File: src/design/alu64_pkg.sv
// alu64_pkg: opcodes and the pipeline control struct for the 64-bit ALU.
// Used by every module in the design folder; no dependencies.
`timescale 1ns / 1ps
package alu64_pkg;
   localparam int DATA_WIDTH_DEF = 64;
   localparam int CMD_WIDTH      = 5;
   localparam int COUNT_WIDTH    = 64;

   localparam logic [CMD_WIDTH-1:0] OP_ADD = 5'd0;
   localparam logic [CMD_WIDTH-1:0] OP_SUB = 5'd1;
   localparam logic [CMD_WIDTH-1:0] OP_MUL = 5'd2;
   localparam logic [CMD_WIDTH-1:0] OP_DIV = 5'd3;
   localparam logic [CMD_WIDTH-1:0] OP_MOD = 5'd4;
   localparam logic [CMD_WIDTH-1:0] OP_AND = 5'd5;
   localparam logic [CMD_WIDTH-1:0] OP_OR  = 5'd6;
   localparam logic [CMD_WIDTH-1:0] OP_XOR = 5'd7;
   localparam logic [CMD_WIDTH-1:0] OP_NOT = 5'd8;
   localparam logic [CMD_WIDTH-1:0] OP_NEG = 5'd9;
   localparam logic [CMD_WIDTH-1:0] OP_SHL = 5'd10;
   localparam logic [CMD_WIDTH-1:0] OP_SHR = 5'd11;
   localparam logic [CMD_WIDTH-1:0] OP_EQ  = 5'd12;
   localparam logic [CMD_WIDTH-1:0] OP_NE  = 5'd13;
   localparam logic [CMD_WIDTH-1:0] OP_LT  = 5'd14;
   localparam logic [CMD_WIDTH-1:0] OP_GT  = 5'd15;
   localparam logic [CMD_WIDTH-1:0] OP_LE  = 5'd16;
   localparam logic [CMD_WIDTH-1:0] OP_GE  = 5'd17;

   // control that rides along with each request through the pipe
   typedef struct packed {
      logic                 valid;
      logic [CMD_WIDTH-1:0] cmd;
      logic                 zero_div;
   } ctl_type;
endpackage

File: src/design/alu64_div_cell.sv
// alu64_div_cell: one restoring-divide step, registered; also carries the
// request's control and side result to the next cell. Depends on alu64_pkg.
`timescale 1ns / 1ps
module alu64_div_cell #(
   parameter int DATA_WIDTH = alu64_pkg::DATA_WIDTH_DEF
) (
   input  logic                  clock,
   input  logic                  reset,
   input  alu64_pkg::ctl_type    in_ctl,
   input  logic [DATA_WIDTH-1:0] in_side,
   input  logic [DATA_WIDTH-1:0] in_rem,
   input  logic [DATA_WIDTH-1:0] in_quo,
   input  logic [DATA_WIDTH-1:0] in_div,
   output alu64_pkg::ctl_type    out_ctl,
   output logic [DATA_WIDTH-1:0] out_side,
   output logic [DATA_WIDTH-1:0] out_rem,
   output logic [DATA_WIDTH-1:0] out_quo,
   output logic [DATA_WIDTH-1:0] out_div
);
   import alu64_pkg::*;

   logic [DATA_WIDTH:0]   trial;
   logic                  ge;
   logic [DATA_WIDTH-1:0] rem_in, quo_in;
   ctl_type               ctl_ff;
   logic [DATA_WIDTH-1:0] side_ff, rem_ff, quo_ff, div_ff;

   // shift next dividend bit in, subtract if it fits (full width, no loss)
   assign trial  = {in_rem, in_quo[DATA_WIDTH-1]};
   assign ge     = (trial >= {1'b0, in_div});
   assign rem_in = ge ? DATA_WIDTH'(trial - {1'b0, in_div}) : trial[DATA_WIDTH-1:0];
   assign quo_in = {in_quo[DATA_WIDTH-2:0], ge};

   always_ff @(posedge clock) begin
      if (reset) begin
         ctl_ff.valid <= 1'b0;
      end else begin
         ctl_ff.valid <= in_ctl.valid;
      end
      ctl_ff.cmd      <= in_ctl.cmd;
      ctl_ff.zero_div <= in_ctl.zero_div;
      side_ff <= in_side;
      rem_ff  <= rem_in;
      quo_ff  <= quo_in;
      div_ff  <= in_div;
   end

   assign out_ctl  = ctl_ff;
   assign out_side = side_ff;
   assign out_rem  = rem_ff;
   assign out_quo  = quo_ff;
   assign out_div  = div_ff;
endmodule
File: config.mk
export PLATFORM = sky130hd
export DESIGN_NAME = alu64_div_cell
export DESIGN_NICKNAME = d
export VERILOG_FILES = /design/src/design/alu64_pkg.sv /design/src/design/alu64_div_cell.sv
export SDC_FILE = /design/constraint.sdc
export NUM_CORES = 1
export LEC_CHECK = 0
export BUFFER_PORTS_ARGS = -buffer_cell sky130_fd_sc_hd__buf_2
export CORE_ASPECT_RATIO = 1.4
export CORE_MARGIN = 5
export CORE_UTILIZATION = 25
export CTS_BUF_LIST = sky130_fd_sc_hd__clkbuf_8 sky130_fd_sc_hd__clkbuf_16
export CTS_CLUSTER_SIZE = 12
export DETAILED_ROUTE_END_ITERATION = 12
export PLACE_DENSITY_LB_ADDON = 0.15
export SLEW_MARGIN = 0
export SYNTH_ARGS = -nofsm -noshare
export SYNTH_HDL_FRONTEND = slang
export SYNTH_SLANG_ARGS = --single-unit
File: constraint.sdc
create_clock -name clock -period 3.4 [get_ports clock]
set_input_delay 0 -clock clock [delete_from_list [all_inputs] [get_ports clock]]
set_output_delay 0 -clock clock [all_outputs]
set_load 0.02 [all_outputs]
## Word-level counts from Yosys, hierarchy flattened

Cells that the tools add are included.

| word-level totals | value |
|---|---|
| input bits | 265 |
| output and inout bits | 263 |
| word-level logic and storage cells | 10 |
| flip-flop bits (word level) | 263 |

| cells by class | value |
|---|---|
| add/subtract/negate cells | 1 |
| muxes and demuxes | 1 |
| magnitude comparators | 1 |

Operators with widths:

| kind | number |
|---|---|
| greater-or-equal comparator 65 x 64 -> 1 bit | 1 |
| 2-to-1 mux 64 bit | 1 |
| subtractor 64 bit | 1 |

## Logic depth before layout (Yosys ltp)

| logic depth | value |
|---|---|
| depth in word-level cells | 2 |
| gate-level depth with buffers | 15 |
| gate-level depth less buffers | 13 |

## Least setup slack after synthesis

OpenSTA, ideal clock, no wires.

| timing | value |
|---|---|
| path type | in2reg |
| start | input port in_quo[63] |
| end | register rem_ff[62] (netlist: out_rem[62]) |
| path slack | 898 ps |
| setup time | 123 ps |
| cell stages on the path | 13 |
| required time | 3,277 ps |
| path buffers | 0 |
| arrival | 2,380 ps |
| path through | inv_1 > ha_1 > fa_1 > nand2b_1 > a21oi_1 > o21a_1 > o21ai_1 > a31oi_2 > o2111a_1 > nor3_4 > a2111oi_1 > o31a_1 > o31ai_2 |

| on the way | value |
|---|---|
| cells in the longest elaborated chain, start to end | 2 |
| elaborated cells on any way between the ends | 3 |
| classes of those cells | 1 x add/sub; 1 x order compare; 1 x mux |

RTL lines:

| item | line | source |
|---|---|---|
| from (decl) | alu64_div_cell.sv:12 | `input logic [DATA_WIDTH-1:0] in_quo,` |
| subtractor 64 bit or greater-or-equal comparator 65 x 64 -> 1 bit (tied branches) | alu64_div_cell.sv:31, alu64_div_cell.sv:30 |  |
| 2-to-1 mux 64 bit (*) | alu64_div_cell.sv:31 | `assign rem_in = ge ? DATA_WIDTH'(trial - {1'b0, in_div}) : trial[DATA_WIDTH-1:0];` |
| net rem_in[62] | alu64_div_cell.sv:24 | `logic [DATA_WIDTH-1:0] rem_in, quo_in;` |
| to (signal assigned) | alu64_div_cell.sv:43 | `rem_ff <= rem_in;` |
| to (decl) | alu64_div_cell.sv:26 | `logic [DATA_WIDTH-1:0] side_ff, rem_ff, quo_ff, div_ff;` |

The timed path passes the listed nets; every way through them passes the cells marked *.
A chain may end at the register's enable or synchronous reset.

## Worst setup path in the final report

| timing | value |
|---|---|
| start | input port in_rem[13] |
| end | register rem_ff[9] (netlist: out_rem[9]) |

| on the way | value |
|---|---|
| cells in the longest elaborated chain, start to end | 2 |

RTL lines:

| item | line | source |
|---|---|---|
| from (decl) | alu64_div_cell.sv:11 | `input logic [DATA_WIDTH-1:0] in_rem,` |
| greater-or-equal comparator 65 x 64 -> 1 bit | alu64_div_cell.sv:30 | `assign ge = (trial >= {1'b0, in_div});` |
| 2-to-1 mux 64 bit | alu64_div_cell.sv:31 |  |
| net rem_in[9] | alu64_div_cell.sv:24 |  |

The timed path passes the listed nets, and every way through them passes these cells.

==> impl_metrics.py <==
metrics = {
    "outcome": {
        "status": "finished, final reports clean",
    },
    "global_routing": {
        "grt-ovfl-total": 0,
        "antenna_found_initial": 2,
        "grt_pass1_vias": 11592,
        "grt_max_degree": 26,
        "grt_pass1_wl_mm": 72.1,
        "grt_usage_pct": 20.7,
    },
    "sta": {
        "slew_viol_final": 0,
        "finalSetupViolCount": 0,
        "post-route-min-period_ns": 3.22,
        "worst_pin_slew_ns": 0.607,
        "finalSetupTns_ns": 0,
        "max-slew-margin-rel_pct": 59.1,
        "hold_viol_final": 0,
        "rsz0062_at_grt": "false",
        "period_share_pct": 94.6,
        "max_freq_mhz": 311,
    },
    "layout": {
        "multi_input_area_um2": 4510,
        "drive_above_1_share_pct": 33.0,
        "seqCellArea_um2": 5270,
        "syn_to_final_growth_pct": 66.9,
        "layout.cells.non_filler": 2424,
        "post-route-util_pct": 42.4,
        "final_nets": 2204,
        "fillers": 4030,
    },
    "yosys": {
        "ys_ff_latch": 263,
        "async_flop_share_pct": 0,
        "yosys.area.top_type_share_pct": 51.3,
        "synth-edff-count": 0,
        "ys_top_cells_by_count": "dfxtp_1 (263), a21oi_1 (106), nor2_1 (93)",
        "syn-num-nets": 1397,
        "syn_area_per_cell_um2": 9.61,
        "synth_area_leaders": "dfxtp_1 (51%), ha_1 (7.8%), a21oi_1 (5.2%)",
        "yosys.area.top_type": "dfxtp_1",
        "syn_inst": 1067,
        "synth_cell_types": 76,
        "synthFlopType": "dfxtp_1",
        "ys_seq_area_share_pct": 51.3,
        "synth_warnings": 0,
        "yosys.cell_count.top_type": "dfxtp_1",
        "syn_area_um2": 10300,
    },
    "pwr": {
        "power.total_mw": 8.68,
        "p_clk_share_pct": 34.5,
        "power_frac_seq_pct": 39.7,
        "power_per_cell_area_nw_per_um2": 507,
        "power.leakage_nw": 8.31,
        "p_int_mw": 6.00,
        "power_switching_mw": 2.68,
        "vdd_drop_max_mv": 0.376,
        "netSwitchingFraction_pct": 30.8,
        "combPwrFrac_pct": 25.8,
    },
    "setup_path": {
        "critical_path_class": "in2reg",
        "required_ns": 3.83,
        "critPathLaunchType": "primary input",
        "cp_data_arrival_time_ns": 3.65,
        "critPathTopFamily": "simple AND/OR/NAND/NOR gates",
        "end_kind": "register",
        "cpMaxStageDelayCell": "dlygate4sd3_1",
        "cpPeakStageDelay_ns": 0.56,
        "cp_common_cell": "nand3_1",
        "critPathBufInv": 4,
        "crit_fanout": 22,
        "worstPathCellList": "dlygate4sd3_1, buf_2, ha_1, and2_1, nand3_1, nor3_1, nand3_1, or4_1, nand3_1, nor2_4, buf_12, nand2_1, o21ai_0, dlygate4sd3_1",
    },
    "floorplan": {
        "die_w_um": 181,
        "fp.dieH_um": 250,
        "dieArea_um2": 45200,
        "rows": 87,
        "core_um2": 40400,
        "io_pins": 528,
        "initial_utilization_pct": 25.4,
    },
    "place": {
        "place.gp.congestion": 0.896,
        "post-dp-hpwl_mm": 39.1,
        "place_inst": 2111,
        "io_buffers": 527,
    },
    "clock_tree": {
        "cts_setup_buffers": 0,
        "h-tree-depth": 1,
        "cts_sinks": 263,
        "clk_pin_slew_ns": 0.06,
        "cts_tree": "done",
        "cts_root_buf": "clkbuf_16",
        "cts.path.max_buffers": 3,
        "numCtsBuffers": 29,
    },
    "route": {
        "wl_per_cell_um": 20.2,
        "drc": 0,
        "drt-total-wl_mm": 48.9,
        "via_per_inst": 4.38,
        "drt_first_iter_violations": 465,
        "vias": 10607,
        "drtAntennaViolNets": 0,
        "firstDrtPassIters": 5,
    },
    "job": {
        "drv_cap": 0,
    },
    "worst_hold_path": {
        "worstHoldPathType": "in2reg",
    },
}
registers in the layout (all words and copies together) (netlist names):
name,flops
out_side,64
out_div,64
out_ctl,7
out_quo,64
out_rem,64
metal layers:
metal	share of wire [%]	wire [um]	vias up	GRT usage (%)
met1	36	17500	4814	21.4
met5	0.014	7	-	0
met4	2.9	1400	2	5.88
met3	9.9	4830	66	8.16
li1	-	-	5295	-
met2	51	25100	430	38.3
power by group through the flow:
stage | clock [mW] | combinational (mW) | sequential, mW
after detailed placement | 0 | 1.99 | 3.51
after global routing | 3.25 | 2.43 | 3.47
after global placement | 0 | 2.00 | 3.51
after floorplan | 0 | 0.790 | 3.88
final | 2.99 | 2.24 | 3.45
after CTS | 3.11 | 2.26 | 3.45
layout make-up:
cell class / count / share of cell area (%)
inverter: 82 / 1.81
sequential: 263 / 30.8
clock inverter: 12 / 0.541
clock buffer: 34 / 4.64
tap: 534 / 3.90
multi-input combinational: 687 / 26.3
timing repair buffer: 811 / 32.0
antenna: 1 / 0.0146
per-stage QoR:
stage | cell area (um2) | hold WS [ns] | setup slack, ns
3_3_place_gp | 13500 | 0.102 | 0.116
5_1_grt | 17100 | 0.0511 | 0.00774
3_5_place_dp | 13500 | 0.104 | 0.121
4_1_cts | 17100 | 0.0426 | 0.141
2_1_floorplan | 10300 | 0.0277 | 0.898
6_report | 17100 | 0.0856 | 0.183
repair_timing:
item                                    4_1_cts  5_1_grt
hold buffers                                266        0
gates resized for setup                       0        6
hold endpoints to repair                    262        0
endpoints found under the setup margin        0        4
final timing paths:
path,from,to,cells after the start
min,in_quo[7],out_quo[8]$_DFF_P_,2
max,in_rem[13],out_rem[9]$_DFF_P_,14
cell usage in the layout (no fill, tap or decap), types with 4 or more instances in the layout:
cell type        n
o31ai_1         10
nand2_1         91
clkbuf_16       29
nand2b_1         9
and3_1          11
o21a_1           8
or2_2            4
a211oi_1         8
xor2_1          27
and2_1           8
clkbuf_8         5
nand4_1         14
a21oi_1        105
a21oi_2          4
ha_1            61
nor2b_1          7
buf_4           15
a21o_1          32
o21ai_1          9
nor4_1           6
inv_1           85
o211ai_1         9
xnor2_1         22
dfxtp_1        263
nor3_1           8
o21ai_0         42
nand3_1         19
o21bai_1         7
dlygate4sd3_1  266
buf_2          527
nor2_1          93
a31oi_1          5
or3_1            4
logic make-up after synthesis:
group / share of synthesized area, %
buffers and inverters: 4.94
multiplexers: 0.207
AND/OR/NAND/NOR: 13.5
flip-flops: 51.3
XOR/XNOR: 4.18
adder cells (fa/ha/maj): 8.00
AO/OA/AOI/OAI: 17.8
(Power assumes the default switching activity.)
